==> config.mk <==
export PLATFORM = sky130hd
export DESIGN_NAME = mask_centroid_bearing
export DESIGN_NICKNAME = d
export VERILOG_FILES = /design/src/rtl/mcb_pkg.sv /design/src/rtl/mask_centroid_bearing.sv /design/src/rtl/mcb_divider.sv /design/src/rtl/mcb_accum.sv /design/src/rtl/mcb_calc.sv
export SDC_FILE = /design/constraint.sdc
export NUM_CORES = 2
export LEC_CHECK = 0
export ABC_CLOCK_PERIOD_IN_PS = 7000
export BUFFER_PORTS_ARGS = -buffer_cell sky130_fd_sc_hd__buf_2
export CAP_MARGIN = 10
export CORE_ASPECT_RATIO = 0.6
export CORE_MARGIN = 4
export CORE_UTILIZATION = 24
export DETAILED_ROUTE_END_ITERATION = 12
export GPL_TIMING_DRIVEN = 1
export PLACE_DENSITY = 0.36
export SKIP_LAST_GASP = 1
export SLEW_MARGIN = 0
export SYNTH_ARGS = -nofsm -noshare
export SYNTH_HDL_FRONTEND = slang
export SYNTH_SLANG_ARGS = --single-unit
==> constraint.sdc <==
create_clock -name clk_i -period 7 [get_ports clk_i]
set_clock_uncertainty 0.15 [all_clocks]
set_input_delay 0 -clock clk_i [delete_from_list [all_inputs] [get_ports clk_i]]
set_output_delay 0 -clock clk_i [all_outputs]
set_load 0.005 [all_outputs]
==> src/rtl/mcb_pkg.sv <==
`timescale 1ns / 1ps

package mcb_pkg;

  localparam int unsigned MAX_WIDTH  = 1024;
  localparam int unsigned MAX_HEIGHT = 1024;

  localparam int unsigned DimW   = 11;
  localparam int unsigned ColW   = $clog2(MAX_WIDTH);
  localparam int unsigned RowW   = $clog2(MAX_HEIGHT);
  localparam int unsigned VaW    = 8;
  localparam int unsigned SumW   = 30;
  localparam int unsigned TallyW = 20;
  localparam int unsigned FracW  = 8;
  localparam int unsigned CxW    = 18;
  localparam int unsigned BearW  = 16;

  localparam int unsigned ProdW = DimW + TallyW;
  localparam int unsigned MagW  = ProdW + 1;
  localparam int unsigned DvdW  = MagW + VaW + FracW;
  localparam int unsigned DvsW  = ProdW + 1;
  localparam int unsigned CntW  = $clog2(DvdW);

  localparam logic [1:0] CFG_WIDTH  = 2'd0;
  localparam logic [1:0] CFG_HEIGHT = 2'd1;
  localparam logic [1:0] CFG_ANGLE  = 2'd2;

  typedef struct packed {
    logic                    found;
    logic [CxW-1:0]          centroid_x;
    logic signed [BearW-1:0] bearing;
    logic [TallyW-1:0]       hit_count;
  } result_t;

endpackage

==> src/rtl/mask_centroid_bearing.sv <==
`timescale 1ns / 1ps

// Centroid and bearing of a binary mask, one pixel per request in raster order.
// s_axis carries pixel_set in tdata[0]; the block tracks column and row itself.
// Set pixels in the lower half of the frame add their column to a sum.
// At the last pixel of a frame one result goes out on m_axis: found in tuser,
// centroid_x, bearing and hit_count in tdata (8 fraction bits, toward zero).
// Pixels are taken while the sequencer is idle. After the last pixel of a frame
// tready stays low while the sequencer runs: with a target it does one multiply,
// a difference, a scale, then the shared 48-step restoring divider twice;
// without one it goes straight to the result. The result then moves to the output
// register and the next frame may start while it waits there.
// If the receiver stalls with a result still held, the next frame result
// waits in the sequencer and pixels are held off until the register frees.
// Config writes (width, height, view angle) take effect at once; issue them
// between frames. Reset clears position and sums, loads 320 x 240 and 47 deg.
module mask_centroid_bearing (
  input  logic        clk_i,
  input  logic        rst_ni,
  input  logic        s_axis_tvalid,
  output logic        s_axis_tready,
  input  logic [7:0]  s_axis_tdata,   // [0] pixel_set
  output logic        m_axis_tvalid,
  input  logic        m_axis_tready,
  output logic [55:0] m_axis_tdata,   // [17:0] centroid_x, [33:18] bearing,
                                      // [53:34] hit_count
  output logic        m_axis_tuser,   // [0] found
  input  logic        cfg_we_i,
  input  logic [1:0]  cfg_idx_i,
  input  logic [10:0] cfg_data_i
);

  localparam int unsigned DimW   = mcb_pkg::DimW;
  localparam int unsigned VaW    = mcb_pkg::VaW;
  localparam int unsigned SumW   = mcb_pkg::SumW;
  localparam int unsigned TallyW = mcb_pkg::TallyW;

  logic [DimW-1:0] fw_q, fw_d, fh_q, fh_d, w, h;
  logic [VaW-1:0]  va_q, va_d;

  logic                s_acc, frame_end, calc_idle, res_valid, res_take;
  logic [SumW-1:0]     acc_sum;
  logic [TallyW-1:0]   acc_tally;
  mcb_pkg::result_t    res, out_q, out_d;
  logic                ov_q, ov_d;

  always_comb begin
    fw_d = fw_q;
    fh_d = fh_q;
    va_d = va_q;
    if (cfg_we_i) begin
      unique case (cfg_idx_i)
        mcb_pkg::CFG_WIDTH:  fw_d = cfg_data_i;
        mcb_pkg::CFG_HEIGHT: fh_d = cfg_data_i;
        mcb_pkg::CFG_ANGLE:  va_d = cfg_data_i[VaW-1:0];
        default: ;
      endcase
    end
  end

  assign w = (fw_q == '0) ? DimW'(1) :
             (fw_q > DimW'(mcb_pkg::MAX_WIDTH)) ? DimW'(mcb_pkg::MAX_WIDTH) : fw_q;
  assign h = (fh_q == '0) ? DimW'(1) :
             (fh_q > DimW'(mcb_pkg::MAX_HEIGHT)) ? DimW'(mcb_pkg::MAX_HEIGHT) : fh_q;

  assign s_axis_tready = calc_idle;
  assign s_acc         = s_axis_tvalid && s_axis_tready;

  mcb_accum u_accum (
    .clk_i       (clk_i),
    .rst_ni      (rst_ni),
    .accept_i    (s_acc),
    .pixel_i     (s_axis_tdata[0]),
    .w_i         (w),
    .h_i         (h),
    .frame_end_o (frame_end),
    .sum_o       (acc_sum),
    .tally_o     (acc_tally)
  );

  mcb_calc u_calc (
    .clk_i       (clk_i),
    .rst_ni      (rst_ni),
    .start_i     (s_acc && frame_end),
    .sum_i       (acc_sum),
    .tally_i     (acc_tally),
    .w_i         (w),
    .va_i        (va_q),
    .idle_o      (calc_idle),
    .res_valid_o (res_valid),
    .res_ready_i (res_take),
    .res_o       (res)
  );

  assign res_take = res_valid && (!ov_q || m_axis_tready);

  always_comb begin
    ov_d  = ov_q;
    out_d = out_q;
    if (m_axis_tready) begin
      ov_d = 1'b0;
    end
    if (res_take) begin
      ov_d  = 1'b1;
      out_d = res;
    end
  end

  always_ff @(posedge clk_i or negedge rst_ni) begin
    if (!rst_ni) begin
      fw_q <= DimW'(320);
      fh_q <= DimW'(240);
      va_q <= VaW'(47);
      ov_q <= 1'b0;
    end else begin
      fw_q <= fw_d;
      fh_q <= fh_d;
      va_q <= va_d;
      ov_q <= ov_d;
    end
  end

  always_ff @(posedge clk_i) begin
    out_q <= out_d;
  end

  assign m_axis_tvalid = ov_q;
  assign m_axis_tuser  = out_q.found;
  assign m_axis_tdata  = {2'b00, out_q.hit_count, out_q.bearing, out_q.centroid_x};

  a_no_target_zero: assert property (@(posedge clk_i) disable iff (!rst_ni)
    m_axis_tvalid && !m_axis_tuser |-> m_axis_tdata == '0)
    else $error("no-target result carries nonzero fields");

  a_found_count: assert property (@(posedge clk_i) disable iff (!rst_ni)
    m_axis_tvalid && m_axis_tuser |-> m_axis_tdata[53:34] != '0)
    else $error("found result with zero hit count");

  a_frame_end_busy: assert property (@(posedge clk_i) disable iff (!rst_ni)
    s_acc && frame_end |=> !s_axis_tready)
    else $error("ready after last pixel of frame");

  a_ready_not_pending: assert property (@(posedge clk_i) disable iff (!rst_ni)
    s_axis_tready |-> !res_valid)
    else $error("ready while a result is pending");

endmodule

==> src/rtl/mcb_divider.sv <==
`timescale 1ns / 1ps

module mcb_divider (
  input  logic                        clk_i,
  input  logic                        rst_ni,
  input  logic                        start_i,
  input  logic [mcb_pkg::DvdW-1:0]    dividend_i,
  input  logic [mcb_pkg::DvsW-1:0]    divisor_i,
  output logic                        busy_o,
  output logic                        done_o,
  output logic [mcb_pkg::DvdW-1:0]    quotient_o
);

  localparam int unsigned DvdW = mcb_pkg::DvdW;
  localparam int unsigned DvsW = mcb_pkg::DvsW;
  localparam int unsigned CntW = mcb_pkg::CntW;

  logic            busy_q, busy_d, done_q, done_d;
  logic [CntW-1:0] cnt_q, cnt_d;
  logic [DvsW-1:0] rem_q, rem_d, dvs_q, dvs_d;
  logic [DvdW-1:0] quo_q, quo_d;
  logic [DvsW:0]   trial, diff;
  logic            fit, last;

  assign trial = {rem_q, quo_q[DvdW-1]};
  assign diff  = trial - {1'b0, dvs_q};
  assign fit   = trial >= {1'b0, dvs_q};
  assign last  = cnt_q == CntW'(DvdW - 1);

  always_comb begin
    busy_d = busy_q;
    cnt_d  = cnt_q;
    done_d = busy_q && last;
    rem_d  = rem_q;
    quo_d  = quo_q;
    dvs_d  = dvs_q;
    if (start_i) begin
      busy_d = 1'b1;
      cnt_d  = '0;
      rem_d  = '0;
      quo_d  = dividend_i;
      dvs_d  = divisor_i;
    end else if (busy_q) begin
      if (last) begin
        busy_d = 1'b0;
      end
      cnt_d = cnt_q + 1'b1;
      rem_d = fit ? diff[DvsW-1:0] : trial[DvsW-1:0];
      quo_d = {quo_q[DvdW-2:0], fit};
    end
  end

  always_ff @(posedge clk_i or negedge rst_ni) begin
    if (!rst_ni) begin
      busy_q <= 1'b0;
      done_q <= 1'b0;
      cnt_q  <= '0;
    end else begin
      busy_q <= busy_d;
      done_q <= done_d;
      cnt_q  <= cnt_d;
    end
  end

  always_ff @(posedge clk_i) begin
    rem_q <= rem_d;
    quo_q <= quo_d;
    dvs_q <= dvs_d;
  end

  assign busy_o     = busy_q;
  assign done_o     = done_q;
  assign quotient_o = quo_q;

endmodule

==> src/rtl/mcb_accum.sv <==
`timescale 1ns / 1ps

module mcb_accum (
  input  logic                         clk_i,
  input  logic                         rst_ni,
  input  logic                         accept_i,
  input  logic                         pixel_i,
  input  logic [mcb_pkg::DimW-1:0]     w_i,
  input  logic [mcb_pkg::DimW-1:0]     h_i,
  output logic                         frame_end_o,
  output logic [mcb_pkg::SumW-1:0]     sum_o,
  output logic [mcb_pkg::TallyW-1:0]   tally_o
);

  localparam int unsigned DimW   = mcb_pkg::DimW;
  localparam int unsigned ColW   = mcb_pkg::ColW;
  localparam int unsigned RowW   = mcb_pkg::RowW;
  localparam int unsigned SumW   = mcb_pkg::SumW;
  localparam int unsigned TallyW = mcb_pkg::TallyW;

  logic [ColW-1:0]   col_q, col_d;
  logic [RowW-1:0]   row_q, row_d;
  logic [SumW-1:0]   sum_q, sum_d, sum_nx;
  logic [TallyW-1:0] tally_q, tally_d, tally_nx;
  logic [SumW:0]     ns;
  logic              row_end, frame_end, hit;

  assign row_end   = DimW'(col_q) >= (w_i - 1'b1);
  assign frame_end = row_end && (DimW'(row_q) >= (h_i - 1'b1));
  assign ns        = {1'b0, sum_q} + (SumW + 1)'(col_q);
  assign hit       = pixel_i && (DimW'(row_q) >= (h_i >> 1)) &&
                     (tally_q != '1) && !ns[SumW];
  assign sum_nx    = hit ? ns[SumW-1:0] : sum_q;
  assign tally_nx  = hit ? tally_q + 1'b1 : tally_q;

  always_comb begin
    col_d   = col_q;
    row_d   = row_q;
    sum_d   = sum_q;
    tally_d = tally_q;
    if (accept_i) begin
      col_d   = row_end ? '0 : col_q + 1'b1;
      row_d   = frame_end ? '0 : (row_end ? row_q + 1'b1 : row_q);
      sum_d   = frame_end ? '0 : sum_nx;
      tally_d = frame_end ? '0 : tally_nx;
    end
  end

  always_ff @(posedge clk_i or negedge rst_ni) begin
    if (!rst_ni) begin
      col_q   <= '0;
      row_q   <= '0;
      sum_q   <= '0;
      tally_q <= '0;
    end else begin
      col_q   <= col_d;
      row_q   <= row_d;
      sum_q   <= sum_d;
      tally_q <= tally_d;
    end
  end

  assign frame_end_o = frame_end;
  assign sum_o       = sum_nx;
  assign tally_o     = tally_nx;

endmodule

==> src/rtl/mcb_calc.sv <==
`timescale 1ns / 1ps

module mcb_calc (
  input  logic                         clk_i,
  input  logic                         rst_ni,
  input  logic                         start_i,
  input  logic [mcb_pkg::SumW-1:0]     sum_i,
  input  logic [mcb_pkg::TallyW-1:0]   tally_i,
  input  logic [mcb_pkg::DimW-1:0]     w_i,
  input  logic [mcb_pkg::VaW-1:0]      va_i,
  output logic                         idle_o,
  output logic                         res_valid_o,
  input  logic                         res_ready_i,
  output mcb_pkg::result_t             res_o
);

  localparam int unsigned SumW   = mcb_pkg::SumW;
  localparam int unsigned TallyW = mcb_pkg::TallyW;
  localparam int unsigned FracW  = mcb_pkg::FracW;
  localparam int unsigned CxW    = mcb_pkg::CxW;
  localparam int unsigned BearW  = mcb_pkg::BearW;
  localparam int unsigned ProdW  = mcb_pkg::ProdW;
  localparam int unsigned MagW   = mcb_pkg::MagW;
  localparam int unsigned VaW    = mcb_pkg::VaW;
  localparam int unsigned DvdW   = mcb_pkg::DvdW;
  localparam int unsigned DvsW   = mcb_pkg::DvsW;
  localparam int unsigned DiffW  = ProdW + 2;
  localparam int unsigned SclW   = MagW + VaW;
  localparam logic [DvdW-1:0] PosLim = DvdW'((1 << (BearW - 1)) - 1);
  localparam logic [DvdW-1:0] NegLim = DvdW'(1 << (BearW - 1));

  typedef enum logic [8:0] {
    S_IDLE  = 9'b000000001,
    S_MUL   = 9'b000000010,
    S_DIFF  = 9'b000000100,
    S_SCALE = 9'b000001000,
    S_DIVC  = 9'b000010000,
    S_WAITC = 9'b000100000,
    S_DIVB  = 9'b001000000,
    S_WAITB = 9'b010000000,
    S_DONE  = 9'b100000000
  } state_e;

  state_e state_q, state_d;

  logic [SumW-1:0]         sum_q, sum_d;
  logic [TallyW-1:0]       tally_q, tally_d;
  logic [ProdW-1:0]        prod_q, prod_d;
  logic [MagW-1:0]         mag_q, mag_d;
  logic                    neg_q, neg_d;
  logic [DvdW-1:0]         dvd_q, dvd_d;
  logic [CxW-1:0]          cx_q, cx_d;
  logic signed [BearW-1:0] bear_q, bear_d;

  logic signed [DiffW-1:0] diff;
  logic [SclW-1:0]         scaled;
  logic                    div_start, div_busy, div_done;
  logic [DvdW-1:0]         div_dvd, div_q;
  logic [DvsW-1:0]         div_dvs;

  assign diff   = $signed({2'b00, sum_q, 1'b0}) - $signed({2'b00, prod_q});
  assign scaled = SclW'(mag_q) * SclW'(va_i);

  assign div_start = (state_q == S_DIVC) || (state_q == S_DIVB);
  assign div_dvd   = (state_q == S_DIVC) ?
                     {{(DvdW - SumW - FracW){1'b0}}, sum_q, {FracW{1'b0}}} : dvd_q;
  assign div_dvs   = (state_q == S_DIVC) ?
                     {{(DvsW - TallyW){1'b0}}, tally_q} : {prod_q, 1'b0};

  mcb_divider u_div (
    .clk_i      (clk_i),
    .rst_ni     (rst_ni),
    .start_i    (div_start),
    .dividend_i (div_dvd),
    .divisor_i  (div_dvs),
    .busy_o     (div_busy),
    .done_o     (div_done),
    .quotient_o (div_q)
  );

  always_comb begin
    state_d = state_q;
    sum_d   = sum_q;
    tally_d = tally_q;
    prod_d  = prod_q;
    mag_d   = mag_q;
    neg_d   = neg_q;
    dvd_d   = dvd_q;
    cx_d    = cx_q;
    bear_d  = bear_q;
    unique case (state_q)
      S_IDLE: begin
        if (start_i) begin
          sum_d   = sum_i;
          tally_d = tally_i;
          cx_d    = '0;
          bear_d  = '0;
          state_d = (tally_i == '0) ? S_DONE : S_MUL;
        end
      end
      S_MUL: begin
        prod_d  = ProdW'(w_i) * ProdW'(tally_q);
        state_d = S_DIFF;
      end
      S_DIFF: begin
        neg_d   = diff[DiffW-1];
        mag_d   = diff[DiffW-1] ? MagW'(-diff) : MagW'(diff);
        state_d = S_SCALE;
      end
      S_SCALE: begin
        dvd_d   = {scaled, {FracW{1'b0}}};
        state_d = S_DIVC;
      end
      S_DIVC: state_d = S_WAITC;
      S_WAITC: begin
        if (div_done) begin
          cx_d    = div_q[CxW-1:0];
          state_d = S_DIVB;
        end
      end
      S_DIVB: state_d = S_WAITB;
      S_WAITB: begin
        if (div_done) begin
          if (!neg_q) begin
            bear_d = (div_q > PosLim) ? $signed(PosLim[BearW-1:0]) :
                                        $signed(div_q[BearW-1:0]);
          end else begin
            bear_d = (div_q > NegLim) ? $signed(NegLim[BearW-1:0]) :
                                        $signed(-div_q[BearW-1:0]);
          end
          state_d = S_DONE;
        end
      end
      S_DONE: begin
        if (res_ready_i) begin
          state_d = S_IDLE;
        end
      end
      default: state_d = S_IDLE;
    endcase
  end

  always_ff @(posedge clk_i or negedge rst_ni) begin
    if (!rst_ni) begin
      state_q <= S_IDLE;
    end else begin
      state_q <= state_d;
    end
  end

  always_ff @(posedge clk_i) begin
    sum_q   <= sum_d;
    tally_q <= tally_d;
    prod_q  <= prod_d;
    mag_q   <= mag_d;
    neg_q   <= neg_d;
    dvd_q   <= dvd_d;
    cx_q    <= cx_d;
    bear_q  <= bear_d;
  end

  assign idle_o           = (state_q == S_IDLE) && !div_busy;
  assign res_valid_o      = state_q == S_DONE;
  assign res_o.found      = tally_q != '0;
  assign res_o.centroid_x = cx_q;
  assign res_o.bearing    = bear_q;
  assign res_o.hit_count  = tally_q;

endmodule

==> flow_summary_export.csv <==
group,metric,value,unit
placed_design,gp_congestion,0.812,
logic_synthesis,syn_inst,4041,
cells_and_area,instances_no_fill,6366,
global_route,antenna_found_initial,6,
critical_path,cp_max_fo,21,
cts,cts_buffers,53,
power_and_ir_drop,power_leakage,20.0,nW
global_route,grt_usage,0.153,
cts,htreeDepth,2,
routing,ant_nets,0,
cells_and_area,area_delta_synth_final,14.8,%
timing,max_freq,148,MHz
power_and_ir_drop,p_switching,5.07,mW
cells_and_area,fillCellCount,17200,
timing,fin_crit_sh,0.964,
cells_and_area,stdcell_area,0.0450,mm2
global_route,grt_pass1_vias,28600,
floorplanning,core,0.162,mm2
logic_synthesis,synth-edff-count,323,
critical_path,cp_slowest_cell,"dfstp_2",
power_and_ir_drop,p_clk_frac,0.231,
critical_path,cp.depth,24,
routing,dr.first_iter.drc_count,2205,
critical_path,crit_type,"register to register",
logic_synthesis,yosys_register_bits,473,
timing,period_needed,6.75,ns
timing,timing.final.ws_setup,0.251,ns
critical_path,path_buf_inv,6,
routing,wl,130,mm
placed_design,pre_cts_ws,0.00373,ns
floorplanning,initial_core_util,0.243,
global_route,grt_pass1_wl,197,mm
critical_path,arrival,6.98,ns
timing,worst_pin_slew,1.24,ns
critical_path,r2r_slack,0.25,ns
run,maxCapViolCount,0,
logic_synthesis,synthAdderAreaFrac,0.252,
logic_synthesis,synth_xor_xnor_area_share,0.0447,
cts,cts_sinks,473,
logic_synthesis,yosysSeqAreaShare,0.339,
logic_synthesis,yosys.area.top_type,"edfxtp_1",
placed_design,io_buffers,75,
global_route,grt_max_degree,74,
logic_synthesis,synth-compound-area-share,0.113,
power_and_ir_drop,p_int,7.62,mW
power_and_ir_drop,pwr-share-comb,0.496,
power_and_ir_drop,p_per_area,282,mW/mm2
critical_path,critPathRequiredTime,7.23,ns
critical_path,timing.rr.end,"u_calc.prod_q[28]",
cts,cts_tree,"yes",
placed_design,hpwlAfterDp,101,mm
power_and_ir_drop,swShare,0.399,
logic_synthesis,synthMuxAreaShare,0.0141,
critical_path,setup.worst_path.end,"u_calc.prod_q[28]",
logic_synthesis,synth_area_per_cell,9.70,um2
critical_path,cpPeakStageDelay,0.56,ns
floorplanning,die_x,530,um
floorplanning,rows,114,
critical_path,reg2reg_depth,24,
floorplanning,dieArea,0.170,mm2
logic_synthesis,synth_top_area_frac,0.247,
routing,routed-via-count,28900,
logic_synthesis,synth_top_family_by_area,"adder cells",
placed_design,place_area,0.0427,mm2
cts,clock_path_buffers,3,
min_path,hp-class,"input port to register",
routing,routed_via_density,4.54,
cells_and_area,drive_gt1_frac,0.0934,
critical_path,cp-end-kind,"register",
routing,drc,0,
placed_design,place_inst,6217,
logic_synthesis,synth_ff_type,"edfxtp_1",
critical_path,cp_cell_sequence,"nor2b_2, buf_12, and2_1, fa_1, fa_1, fa_1, fa_1, inv_1, fa_1, inv_1, ha_1, a21o_1, a211o_1, a41o_1, a21oi_2, buf_4, o31a_1, a21oi_1, o41ai_2, buf_4, buf_4, nor2b_1, o21ai_0, a21oi_1",
timing,slew_headroom,0.172,
min_path,hold_path_depth,3,
global_route,grt_overflow,0,
cells_and_area,nNetsFinal,4782,
routing,post_drt_wl_per_cell,20.5,um
critical_path,path_delay_family,"adder cells",
timing,rsz0062_at_grt,"yes",
power_and_ir_drop,pwr-share-seq,0.273,
timing,setup_violations,0,
floorplanning,die_h,321,um
logic_synthesis,ys_types,88,
min_path,hold_path.startpoint,"cfg_data_i[1]",
logic_synthesis,synth-simple-area-share,0.174,
critical_path,r2r-start,"fw_q[8]",
status,status,"finished, final reports clean",
cts,clk_latency,0.68,ns
logic_synthesis,synth_area_leaders,"edfxtp_1 (25%), fa_1 (18%), ha_1 (7.6%)",
critical_path,crit_top_cell,"fa_1",
cts,clk_pin_slew_worst_paths,0.07,ns
critical_path,cp-startpoint,"fw_q[8]",
power_and_ir_drop,ir_drop,250,uV
routing,drt_first_pass_iters,7,
logic_synthesis,syn_area,0.0392,mm2
critical_path,cp-start-kind,"register",
cts,clockRootBuffer,"clkbuf_16",
logic_synthesis,yosys_warnings,0,
floorplanning,io_pins,85,
timing,hold_viol,0,
timing,maxSlewViolCount,0,
logic_synthesis,async_flop_share,0.249,
[per-layer routing]
| metal | global-route usage | wire length [um] | vias up |
|---|---|---|---|
| met3 | 0.0273 | 7160 | 75 |
| met2 | 0.179 | 43800 | 645 |
| met5 | 0 | 0 | - |
| li1 | - | - | 13900 |
| met4 | 0.0183 | 1440 | 0 |
| met1 | 0.274 | 77800 | 14300 |
[layout by cell type (no fill, tap or decap), types with 15 or more instances in the layout]
| cell | n |
|---|---|
| nor2b_1 | 30 |
| inv_1 | 478 |
| nand2b_1 | 32 |
| nand3_1 | 63 |
| or3_1 | 23 |
| and3_1 | 43 |
| xnor2_1 | 124 |
| fa_1 | 344 |
| nand2_1 | 518 |
| xor2_1 | 76 |
| nor2_1 | 214 |
| a211oi_1 | 15 |
| a22o_1 | 24 |
| o21bai_1 | 19 |
| edfxtp_1 | 323 |
| o21ai_0 | 198 |
| o31ai_1 | 19 |
| dfxtp_1 | 32 |
| nand4_1 | 28 |
| nor4_1 | 26 |
| a31oi_1 | 58 |
| a21oi_1 | 191 |
| dfrtp_1 | 104 |
| nor3_1 | 43 |
| ha_1 | 239 |
| o21a_1 | 28 |
| and2_1 | 270 |
| a21o_1 | 59 |
| mux2i_1 | 17 |
| buf_2 | 74 |
| dlygate4sd3_1 | 31 |
| clkbuf_16 | 54 |
| buf_4 | 122 |
| mux2_2 | 34 |
[cell families (layout without fill, tap and decap cells)]
group,after synthesis,count (layout)
AO/OA/AOI/OAI,712,712
XOR/XNOR,200,200
adder cells (fa/ha/maj),583,583
buffers and inverters,647,823
flip-flops,473,473
multiplexers,51,51
other,1,4
AND/OR/NAND/NOR,1374,1374
[cell type report]
| cell class | instances | area [um2] | share of cell area |
|---|---|---|---|
| Timing Repair Buffer | 244 | 1900 | 0.0422 |
| Inverter | 479 | 1800 | 0.0400 |
| Tap cell | 2146 | 2690 | 0.0597 |
| Sequential cell | 473 | 13300 | 0.296 |
| Multi-Input combinational cell | 2922 | 23600 | 0.523 |
| Clock inverter | 32 | 345 | 0.00767 |
| Clock buffer | 68 | 1400 | 0.0312 |
| Antenna cell | 2 | 5.00 | 0.000111 |
[stage by stage]
| stage | TNS (ns) | hold slack, ns | utilization | power, mW |
|---|---|---|---|---|
| 6_report | 0 | 0.0363 | 0.278 | 12.7 |
| 5_1_grt | -0.0383 | 0.0177 | 0.278 | 13.8 |
| 4_1_cts | 0 | 0.00235 | 0.277 | 12.8 |
| 3_5_place_dp | 0 | -0.0610 | 0.264 | 9.71 |
| 3_3_place_gp | 0 | -0.0654 | 0.264 | 9.73 |
| 2_1_floorplan | 0 | -0.446 | - | 7.74 |
[flip-flops by register name, summed over array words and instances, names as in the netlist, 18 cells and up]
name,cells
u_calc.tally_q,20
u_calc.u_div.quotient_o,48
u_calc.prod_q,31
u_calc.u_div.dvs_q,32
u_accum.tally_q,20
u_calc.sum_q,30
u_calc.mag_q,32
m_axis_tdata,54
u_accum.sum_q,30
u_calc.dvd_q,40
u_calc.u_div.rem_q,32
u_calc.cx_q,18
[cells in the mapped netlist, types with 32 or more instances]
cell      number
nand2b_1      32
clkbuf_1     152
fa_1         344
dfrtp_1      106
nand2_1      518
nor2b_1       36
o21ai_0      202
and2_1       271
a21oi_1      194
xor2_1        76
inv_1        479
nand3_1       63
ha_1         239
nor3_1        43
edfxtp_1     323
nor2_1       215
a31oi_1       59
mux2_2        34
and3_1        43
xnor2_1      124
a21o_1        59
dfxtp_1       32
[repair_timing]
action	CTS	global route
hold buffers	32	0
pin swaps	0	3
gates cloned	0	1
setup buffers	0	14
hold endpoints to repair	175	0
endpoints found under the setup margin	1	8
gates resized for setup	2	19
[power by group through the flow]
stage	Clock, mW	Combinational (mW)	Sequential [mW]
finish	2.93	6.29	3.46
global route	3.17	7.11	3.47
CTS	3.04	6.27	3.46
detailed placement	0	6.19	3.52
global placement	0	6.21	3.52
floorplan	0	4.30	3.45
[tightest hold or removal path, stage by stage]
cell           delay [ns]
dlygate4sd3_1        0.52
buf_2                0.14
mux2_2               0.14
[how the worst min path moves through the flow]
stage | end | slack (ns)
5_1_grt | fh_q[2] | 0.02
2_1_floorplan | fh_q[0] | -0.45
3_5_place_dp | fh_q[2] | -0.06
3_3_place_gp | fh_q[0] | -0.07
6_report | fw_q[1] | 0.04
4_1_cts | fw_q[1] | 0.002
(Power assumes the default switching activity.)
